[config.mk]
export PLATFORM = sky130hd
export DESIGN_NAME = phe_div
export DESIGN_NICKNAME = d
export VERILOG_FILES = /design/src/phe_div.sv
export SDC_FILE = /design/constraint.sdc
export NUM_CORES = 1
export LEC_CHECK = 0
export BUFFER_PORTS_ARGS = -buffer_cell sky130_fd_sc_hd__buf_4
export CORE_ASPECT_RATIO = 0.7
export CORE_MARGIN = 3
export CORE_UTILIZATION = 40
export CTS_BUF_LIST = sky130_fd_sc_hd__clkbuf_8
export DETAILED_ROUTE_END_ITERATION = 10
export MAX_ROUTING_LAYER = met4
export PLACE_DENSITY = 0.61
export SLEW_MARGIN = 25
export SYNTH_ARGS = -nofsm -noshare
export SYNTH_HDL_FRONTEND = slang
export SYNTH_SLANG_ARGS = --single-unit
[constraint.sdc]
create_clock -name clk -period 6.2 [get_ports clk]
set_input_delay 0.93 -clock clk [delete_from_list [all_inputs] [get_ports clk]]
set_output_delay 0.93 -clock clk [all_outputs]
set_load 0.01 [all_outputs]
[src/phe_div.sv]
// Radix-2 restoring fixed-point divider, one quotient bit per cycle, saturating.
// Depends on nothing but its parameters.
`default_nettype none
module phe_div #(
    parameter int VALUE_WIDTH = 32,
    parameter int FRAC_BITS   = 16
) (
    input  wire                           clk,
    input  wire                           rst_n,
    input  wire                           start,
    input  wire signed [VALUE_WIDTH-1:0]  dividend,
    input  wire signed [VALUE_WIDTH-1:0]  divisor,
    output logic                          done,
    output logic signed [VALUE_WIDTH-1:0] quotient
);
    localparam int W  = VALUE_WIDTH;
    localparam int NW = W + FRAC_BITS;
    localparam int CW = $clog2(NW + 1);

    logic [NW-1:0]     num_reg, num_next;
    logic [W-1:0]      rem_reg, rem_next;
    logic [NW-1:0]     q_reg, q_next;
    logic [W-1:0]      den_reg, den_next;
    logic              neg_reg, neg_next;
    logic [CW-1:0]     cnt_reg, cnt_next;
    logic              busy_reg, busy_next;
    logic              done_reg, done_next;
    logic signed [W-1:0] res_reg, res_next;

    logic [W-1:0] ma, mb;
    logic [W:0]   shifted;
    logic [W:0]   trial;
    logic [NW-1:0] qn;
    logic [NW:0]  lim;

    always_comb
    begin
        ma = dividend[W-1] ? W'(-dividend) : W'(dividend);
        mb = divisor[W-1] ? W'(-divisor) : W'(divisor);
        shifted = {rem_reg, num_reg[NW-1]};
        trial = shifted - {1'b0, den_reg};
        qn = {q_reg[NW-2:0], ~trial[W]};
        lim = neg_reg ? (NW+1)'({1'b1, {(W-1){1'b0}}}) : (NW+1)'({1'b0, {(W-1){1'b1}}});
        num_next = num_reg;
        rem_next = rem_reg;
        q_next = q_reg;
        den_next = den_reg;
        neg_next = neg_reg;
        cnt_next = cnt_reg;
        busy_next = busy_reg;
        done_next = 1'b0;
        res_next = res_reg;
        if (start) begin
            if (mb == '0) begin
                done_next = 1'b1;
                if (ma == '0)
                    res_next = '0;
                else
                    res_next = dividend[W-1] ? {1'b1, {(W-1){1'b0}}} : {1'b0, {(W-1){1'b1}}};
            end else begin
                busy_next = 1'b1;
                num_next = NW'(ma) << FRAC_BITS;
                rem_next = '0;
                q_next = '0;
                den_next = mb;
                neg_next = dividend[W-1] ^ divisor[W-1];
                cnt_next = CW'(NW);
            end
        end else if (busy_reg) begin
            num_next = num_reg << 1;
            rem_next = trial[W] ? shifted[W-1:0] : trial[W-1:0];
            q_next = qn;
            cnt_next = cnt_reg - 1'b1;
            if (cnt_reg == CW'(1)) begin
                busy_next = 1'b0;
                done_next = 1'b1;
                if ({1'b0, qn} > lim)
                    res_next = neg_reg ? {1'b1, {(W-1){1'b0}}} : {1'b0, {(W-1){1'b1}}};
                else
                    res_next = neg_reg ? W'(-qn) : W'(qn);
            end
        end
    end

    always_ff @(posedge clk or negedge rst_n)
    begin
        if (!rst_n) begin
            busy_reg <= 1'b0;
            done_reg <= 1'b0;
            cnt_reg  <= '0;
        end else begin
            busy_reg <= busy_next;
            done_reg <= done_next;
            cnt_reg  <= cnt_next;
        end
    end

    always_ff @(posedge clk)
    begin
        num_reg <= num_next;
        rem_reg <= rem_next;
        q_reg   <= q_next;
        den_reg <= den_next;
        neg_reg <= neg_next;
        res_reg <= res_next;
    end

    assign done = done_reg;
    assign quotient = res_reg;
endmodule
`default_nettype wire

==> results of run 1 <==
per-layer routing:
layer / vias up / part of all wire [%] / routed length [um] / GRT usage, %
li1: 5037 / - / - / -
met1: 4944 / 53 / 16600 / 29.3
met2: 277 / 42 / 13200 / 25.6
met3: 21 / 4.9 / 1540 / 3.51
met4: 0 / 0.94 / 297 / 4.01
met5: - / 0 / 0 / -
worst min-delay path by stage:
stage                           start                      to
5_1_grt                         rst_n  cnt_reg[4]$_DFFE_PN0P_
6_report                        rst_n  cnt_reg[4]$_DFFE_PN0P_
2_1_floorplan    busy_reg$_DFFE_PN0P_    busy_reg$_DFFE_PN0P_
4_1_cts                         rst_n  cnt_reg[4]$_DFFE_PN0P_
3_3_place_gp   cnt_reg[5]$_DFFE_PN0P_  cnt_reg[5]$_DFFE_PN0P_
3_5_place_dp   cnt_reg[5]$_DFFE_PN0P_  cnt_reg[5]$_DFFE_PN0P_
final cells by class:
| type | instances | area, um2 | area share (%) |
|---|---|---|---|
| Clock inverter | 14 | 183 | 1.28 |
| Multi-Input combinational cell | 998 | 6740 | 47.1 |
| Inverter | 71 | 267 | 1.86 |
| Tap cell | 420 | 526 | 3.67 |
| Timing Repair Buffer | 111 | 870 | 6.07 |
| Sequential cell | 184 | 5490 | 38.3 |
| Clock buffer | 18 | 248 | 1.73 |
critical path, stage by stage (launching register included):
cell,delay [ns]
edfxtp_1,0.37
inv_1,0.05
ha_1,0.22
fa_1,0.42
nor2b_1,0.16
o211ai_1,0.13
a31o_2,0.30
a21oi_2,0.19
a21bo_2,0.23
a211oi_2,0.12
o21a_1,0.26
or2_1,0.28
inv_2,0.08
ha_1,0.18
or3b_1,0.37
or3_1,0.41
nor4_4,0.20
nand3_1,0.15
or3_1,0.38
or3_1,0.36
nand2b_1,0.22
o31ai_2,0.22
xor2_1,0.16
o21ai_0,0.08
power by group:
part / internal, mW / total (mW) / leakage [nW] / switching (mW)
clock: 0.447 / 0.898 / 0.223 / 0.451
combinational: 0.727 / 1.86 / 3.45 / 1.14
sequential: 1.60 / 1.73 / 1.89 / 0.122
stage by stage:
step | power (mW) | std cells | instance area (um2)
5_1_grt | 4.80 | 1816 | 14300
3_3_place_gp | 3.54 | 1783 | 13800
2_1_floorplan | 3.12 | 1324 | 12800
3_5_place_dp | 3.57 | 1784 | 13900
6_report | 4.49 | 1816 | 14300
4_1_cts | 4.49 | 1816 | 14300
kinds of logic after synthesis:
family          after synthesis  synth area share (%)
mux                          13                  1.05
fa+ha+maj                    71                  7.02
compound gates              334                  17.9
simple gates                472                  19.2
xor+xnor                    108                  7.41
buf+inv                     142                  4.49
flops                       184                  43.0
cell usage after synthesis (all sizes together), types with 4 or more instances:
cell / n
nor3: 24
and2: 7
xor2: 53
buf: 20
ha: 70
o41ai: 19
nor2: 115
nor4: 26
or4: 15
a221oi: 4
nor2b: 48
a311o: 5
or3: 21
nand4: 20
a2111o: 4
dfrtp: 8
and3: 10
a32oi: 7
nand3: 19
and4: 4
xnor2: 55
o21a: 12
nand2: 121
a211oi: 11
a41oi: 10
nand2b: 16
o2111ai: 4
mux2i: 10
or2: 12
inv: 70
a31oi: 5
o31ai: 27
a21oi: 93
o211ai: 11
clkbuf: 51
o21ai: 66
edfxtp: 176
a21o: 25
o31a: 4
cells in the final DEF, fill, tap and decap left out, drive strengths merged, types with 15 or more instances in the layout:
master,instances
nor2,115
a21o,25
nand2,121
nand3,19
xor2,53
nand4,20
nor3,24
inv,75
buf,111
o31ai,27
nand2b,16
nor4,26
o21ai,66
or4,15
clkbuf,18
edfxtp,176
nor2b,48
xnor2,55
o41ai,19
or3,21
a21oi,93
ha,70
==> results_dict.tcl, run 1 <==
set metrics [dict create \
    tritoncts "done" \
    pre_cts_ws_ns 0.257 \
    cp.required_ns 6.44 \
    hold_violations 0 \
    groute.usage.overall_pct 19.0 \
    ff2ff_path_depth 23 \
    cp-endpoint "quotient[28]$_DFFE_PP_" \
    die_h_um 155 \
    grt_max_degree 113 \
    max_freq_mhz 172 \
    crit_fanout 5 \
    path_class "register to register" \
    syn_nets 1462 \
    gr-total-overflow 0 \
    r2r_setup_slack_ns 0.39 \
    cts-resized-gates 0 \
    numCtsBuffers 17 \
    rows 54 \
    cts_buffer_depth 2 \
    drtPass1Iterations 5 \
    route.final.wire_length_um 31700 \
    via_count 10279 \
    fin_ws_ns 0.392 \
    io_pins 100 \
    postCtsHoldBufs 0 \
    ys_warn_count 0 \
    fin_crit_ns 5.81 \
    worst_ep_arrival_time_ns 6.05 \
    p_leak_nw 5.57 \
    die_w_um 220 \
    endpoint_kind "register" \
    synth_ff_type "edfxtp_1" \
    htree_levels 4 \
    post_cts_buffers 0 \
    cp-start-kind "register" \
    syn-cell-area_um2 12800 \
    wire_per_inst_um 17.4 \
    gp_congestion 0.883 \
    layout-drive-gt1-share_pct 13.3 \
    ant_nets 0 \
    core_um2 31300 \
    slew_headroom_pct 35.2 \
    whs_ns 0.247 \
    setup_tns_ns 0 \
    async_flop_share_pct 4.35 \
    final_core_util_pct 45.8 \
    drv_cap 0 \
    timing.rr.start "num_reg[47]$_DFFE_PP_" \
    synth.area.top_cells "edfxtp_1 (41%), ha_1 (6.9%), xnor2_1 (3.8%)" \
    finClkSkew_ns 0.0206 \
    seq_area_frac_synth_pct 43.0 \
    synthToLayoutAreaGrowth_pct 12.2 \
    cts.clk_slew.worst_paths_ns 0.11 \
    yosysTopAreaCell "edfxtp_1" \
    setup_viol 0 \
    synth_cell_type_count 89 \
    cts-root-buf "clkbuf_8" \
    largest_reg_flops 47 \
    hpwl_um 22500 \
    clock_latency_ns 0.49 \
    synth_cells 1324 \
    die_area_um2 34100 \
    grt_antenna_before_repair 0 \
    p_per_area_nw_per_um2 313 \
    drtIter0Drc 822 \
    maxSlewViolCount 0 \
    rsz0062_at_grt "no" \
    synth_edf_count 176 \
    ys_ff_latch 184 \
    synth.avg_cell_area_um2 9.64 \
    io_buffer_count 99 \
    fin_crit_sh_pct 93.7 \
    synth_top_cell_area_share_pct 41.4 \
    nNetsFinal 1521 \
    drc 0 \
    outcome "completed" \
    reg2reg_to "quotient[28]$_DFFE_PP_" \
    vias_per_cell 5.66 \
    grt_pass1_vias 9403 \
    start_util_pct 40.8 \
    fill_cells 2990 \
    ir_drop_uv 238 \
    clock_sinks 184 \
    tightest_slew_ns 0.972 \
    diodes 0 \
    grt_pass1_wl_um 50500 \
    critPathLaunch "num_reg[47]$_DFFE_PP_" \
    hold_path_class "input port to async pin" \
]
No activity file was read; power rests on OpenSTA's default activity.
==> run 2: changes to the inputs <==
- CORE_MARGIN: 3 -> unset
- SETUP_SLACK_MARGIN: unset -> 0.5
==> run 2 against run 1 <==
  * Flip-flop and latch count unchanged
  * Cell area up 0.30%
  * Critical endpoint unchanged
  * First-iteration DRC count down 9.5%
==> results_dict.tcl, run 2 (synthesized netlist as in run 1, its figures left out) <==
set metrics [dict create \
    outcome "completed" \
    seqCellArea_um2 5490 \
    final_cell_mix "edfxtp_1 (176), nand2_1 (120), nor2_1 (114), buf_4 (114), a21oi_1 (92)" \
    final_core_util_pct 45.9 \
    cp.required_ns 6.45 \
    multiInputGateArea_um2 6810 \
    critPathLaunch "rem_reg[1]$_SDFFCE_PP0P_" \
    critical-path-slowest-cell "edfxtp_1" \
    cts-root-buf "clkbuf_8" \
    clock_sinks 184 \
    via_count 10246 \
    fin_crit_sh_pct 88.0 \
    die_w_um 216 \
    grt_pass1_vias 9268 \
    clock_latency_ns 0.50 \
    groute.usage.overall_pct 20.1 \
    hold_violations 0 \
    tightest_slew_ns 0.982 \
    fill_cells 2964 \
    tritoncts "done" \
    gr-total-overflow 0 \
    die_h_um 151 \
    drc 0 \
    drtPass1Iterations 5 \
    crit_chain "ha_1 > nor2b_2 > o211ai_1 > a31o_2 > a21oi_4 > a21bo_4 > a211oi_4 > nor3_2 > or2_1 > inv_2 > ha_1 > or3b_1 > or3_4 > nor4_4 > nand3_1 > or3_4 > or3_4 > nand2b_4 > o31ai_4 > xor2_1 > o21ai_0" \
    pre_cts_ws_ns 0.393 \
    ant_nets 0 \
    cp_num_cells 21 \
    worst_ep_arrival_time_ns 5.70 \
    numCtsBuffers 17 \
    cp-start-kind "register" \
    max_freq_mhz 183 \
    gp_congestion 0.864 \
    rsz0062_at_grt "no" \
    largest_reg_flops 47 \
    wire_per_inst_um 17.3 \
    grt_pass1_wl_um 50600 \
    timing.rr.start "rem_reg[1]$_SDFFCE_PP0P_" \
    die_area_um2 32600 \
    maxSlewViolCount 0 \
    endpoint_kind "register" \
    finClkSkew_ns 0.0231 \
    crit_top_cell "or3_4" \
    power.total_mw 4.47 \
    grt_max_degree 92 \
    crit_family "simple AND/OR/NAND/NOR gates" \
    fin_crit_ns 5.46 \
    route.final.wire_length_um 31600 \
    ir_drop_uv 147 \
    cts.clk_slew.worst_paths_ns 0.12 \
    drtIter0Drc 744 \
    htree_levels 4 \
    cpPeakStageDelay_ns 0.40 \
    fin_ws_ns 0.742 \
    setup_viol 0 \
    rows 54 \
    path_buf_inv 1 \
    drv_cap 0 \
    p_per_area_nw_per_um2 311 \
    io_buffer_count 99 \
    layout-drive-gt1-share_pct 14.4 \
    io_pins 100 \
    vias_per_cell 5.63 \
    hpwl_um 22300 \
    crit_fanout 5 \
    synthToLayoutAreaGrowth_pct 12.5 \
    setup_tns_ns 0 \
    start_util_pct 40.8 \
    layout_commonest_cell "edfxtp_1" \
    grt_antenna_before_repair 0 \
    hold_path_class "input port to async pin" \
    ff2ff_path_depth 21 \
    nNetsFinal 1525 \
    diodes 0 \
    cts_buffer_depth 2 \
    slew_headroom_pct 34.3 \
    core_um2 31300 \
    whs_ns 0.232 \
    path_class "register to register" \
    p_leak_nw 5.57 \
]
==> run 2: cell count changes in the layout (fill, tap and decap cells not counted), moves of 3 or more <==
cell       change
inv_1          -3
bufinv_16      -3
or3_1          -3
buf_4          +6
inv_8          +5
or3_4          +3
==> run 2: routing by layer <==
layer	GRT usage (%)	part of all wire, %	vias to the layer above
li1	-	-	5045
met1	30.5	52	4931
met2	27.5	42	254
met3	4.03	5.0	16
met4	3.62	0.73	0
met5	-	0	-
==> run 2: cell type report <==
type                    count  share of cell area, %
multi-input cells         998                   47.4
flip-flops and latches    184                   38.2
repair buffers            115                   6.15
well taps                 420                   3.66
inverters                  71                   1.86
clock buffers              17                   1.63
clock inverters            15                   1.11
==> run 2: worst paths after layout <==
kind,to,slack [ns]
worst max register to register,quotient[28]$_DFFE_PP_,0.74
worst min-delay path,done$_DFF_PN0_,0.23
worst max-delay path,quotient[28]$_DFFE_PP_,0.74
max in group asynchronous,cnt_reg[3]$_DFFE_PN0P_,5.80
min in group clk,cnt_reg[5]$_DFFE_PN0P_,0.55
worst min register to register,cnt_reg[5]$_DFFE_PN0P_,0.55
==> run 2: per-stage QoR <==
stage	cells	cell area, um2
global route	1820	14400
floorplan	1324	12800
finish	1820	14400
detailed placement	1782	13800
global placement	1781	13800
CTS	1815	14300
==> run 2: where the power goes <==
group	switching [mW]	total [mW]	internal [mW]
combinational	1.15	1.91	0.754
sequential	0.119	1.72	1.60
clock	0.501	0.837	0.336
==> run 2: what timing repair did <==
item | in CTS | in global routing
buffers inserted | 1 | 5
pin swaps | 1 | 7
setup endpoints to repair | 2 | 11
gates resized for setup | 1 | 17
hold buffers | 0 | 0
hold endpoints to repair | 0 | 0
==> run 3: changes to the inputs <==
- PLACE_DENSITY: 0.61 -> unset
- SLEW_MARGIN: 25 -> 30
- clock period: 6.2 -> 5.4 ns (I/O delays scaled with it)
==> run 3 against run 2 <==
  * Total power grew 27%
  * Critical path type unchanged
  * Largest power group unchanged
  * Non-clock buffer count grew 65
  * Via count increased by 3.3%
==> results_dict.tcl, run 3 (synthesized netlist as in run 1, its figures left out) <==
set metrics [dict create \
    largest_reg_flops 47 \
    wire_per_inst_um 17.6 \
    layout-drive-gt1-share_pct 20.6 \
    synthToLayoutAreaGrowth_pct 20.3 \
    r2r_setup_slack_ns 0.16 \
    hold_path_class "input port to async pin" \
    diodes 0 \
    grt_pass1_vias 9584 \
    fin_crit_ns 5.24 \
    maxSlewViolCount 0 \
    postCtsHoldBufs 0 \
    finClkSkew_ns 0.0169 \
    hold_violations 0 \
    drv_cap 0 \
    rows 54 \
    tightest_slew_ns 1.00 \
    endpoint_kind "register" \
    grt_antenna_before_repair 0 \
    cp-start-kind "register" \
    ant_nets 0 \
    timing.rr.start "num_reg[47]$_DFFE_PP_" \
    cp.required_ns 5.66 \
    route.final.wire_length_um 33200 \
    path_buf_inv 4 \
    reg2reg_to "quotient[24]$_DFFE_PP_" \
    die_h_um 151 \
    dpl.cell_count 1800 \
    crit_fanout 3 \
    power.total_mw 5.67 \
    cts.clk_slew.worst_paths_ns 0.09 \
    final_cell_mix "edfxtp_1 (176), buf_4 (136), nand2_1 (117)" \
    cpPeakStageDelay_ns 0.37 \
    critPathLaunch "num_reg[47]$_DFFE_PP_" \
    top_layer "met4" \
    p_leak_nw 6.04 \
    met1_length_um 17000 \
    fin_cells 1885 \
    fin_crit_sh_pct 97.0 \
    setup_viol 0 \
    setup_tns_ns 0 \
    path_class "register to register" \
    drc 0 \
    crit_chain "inv_1 > ha_2 > fa_2 > nor2b_2 > o211ai_1 > a31o_2 > a21oi_2 > a21bo_2 > a211oi_4 > o21a_1 > or2_4 > inv_4 > ha_4 > or3b_4 > or3_4 > nor4_4 > nand3_2 > or3_4 > or3_4 > buf_4 > buf_6 > o31ai_4 > xor2_1 > o21ai_1" \
    nNetsFinal 1590 \
    wl_met2_um 14000 \
    gr-total-overflow 0 \
    io_buffer_count 99 \
    grt_pass1_wl_um 52200 \
    wl_met3_um 1920 \
    crit_top_cell "or3_4" \
    via_count 10584 \
    drtIter0Drc 816 \
    tritoncts "done" \
    numCtsBuffers 17 \
    grt_max_degree 79 \
    ff2ff_path_depth 24 \
    die_w_um 216 \
    fill_cells 2877 \
    io_pins 100 \
    critical-path-slowest-cell "or3b_4" \
    rsz0062_at_grt "yes" \
    start_util_pct 40.8 \
    ir_drop_uv 236 \
    gp_congestion 0.874 \
    htree_levels 4 \
    outcome "completed" \
    clock_sinks 184 \
    cts-root-buf "clkbuf_8" \
    p_per_area_nw_per_um2 369 \
    vias_per_cell 5.61 \
    die_area_um2 32600 \
    max_freq_mhz 191 \
    drtPass1Iterations 4 \
    hpwl_um 22500 \
    slew_headroom_pct 33.1 \
    crit_family "simple AND/OR/NAND/NOR gates" \
    groute.usage.overall_pct 20.8 \
    layout_commonest_cell "edfxtp_1" \
    clock_latency_ns 0.51 \
    core_um2 31300 \
    worst_ep_arrival_time_ns 5.50 \
    cts_buffer_depth 2 \
]
run 3: changes by cell type in the layout (fill, tap and decap cells not counted), moves of 4 or more:
cell     delta
inv_8       -5
a21oi_2     +4
o21ai_0    -17
o21ai_2    +15
buf_4      +22
buf_6      +36
run 3: per-layer routing:
layer | track usage [%] | up-vias
li1 | - | 5183
met1 | 31.3 | 5085
met2 | 28.5 | 292
met3 | 3.41 | 24
met4 | 5.43 | 0
met5 | - | -
run 3: worst max-delay path by stage:
stage               depth (start not counted)                     end  slack (ns)
detailed placement                         23  quotient[28]$_DFFE_PP_       -0.04
CTS                                        23  quotient[28]$_DFFE_PP_        0.18
finish                                     24  quotient[24]$_DFFE_PP_        0.16
global route                               24  quotient[24]$_DFFE_PP_       -0.03
floorplan                                  26  quotient[28]$_DFFE_PP_       -0.05
global placement                           23  quotient[28]$_DFFE_PP_        0.05
run 3: where the power goes:
group          leakage (nW)  internal (mW)  switching, mW  total, mW
Sequential             1.89           1.84          0.148       1.99
Clock                 0.202          0.464          0.533      0.997
Combinational          3.95           1.23           1.45       2.68
Total                  6.04           3.53           2.14       5.67
run 3: metrics by stage:
step,cell area [um2],util (%),worst slack (ns),hold WS (ns)
2_1_floorplan,12900,-,-0.0516,0.486
3_3_place_gp,14000,44.8,0.0504,0.509
3_5_place_dp,14100,45.0,-0.0416,0.514
4_1_cts,14900,47.7,0.181,0.0711
5_1_grt,15400,49.1,-0.0282,0.0824
6_report,15400,49.1,0.161,0.107
run 3: area by class of cell:
class | instances | area [um2] | area share (%)
Timing Repair Buffer | 180 | 1640 | 10.7
Multi-Input combinational cell | 998 | 7020 | 45.7
Clock buffer | 18 | 248 | 1.61
Tap cell | 420 | 526 | 3.42
Sequential cell | 184 | 5490 | 35.7
Clock inverter | 14 | 161 | 1.05
Inverter | 71 | 269 | 1.75
run 3: timing repair:
| item | 4_1_cts | 5_1_grt |
|---|---|---|
| gates resized for setup | 14 | 89 |
| endpoints found under the setup margin | 31 | 34 |
| cloned | 3 | 2 |
| pin swaps | 9 | 17 |
| setup buffers | 37 | 11 |
| endpoints found under the hold margin | 0 | 0 |
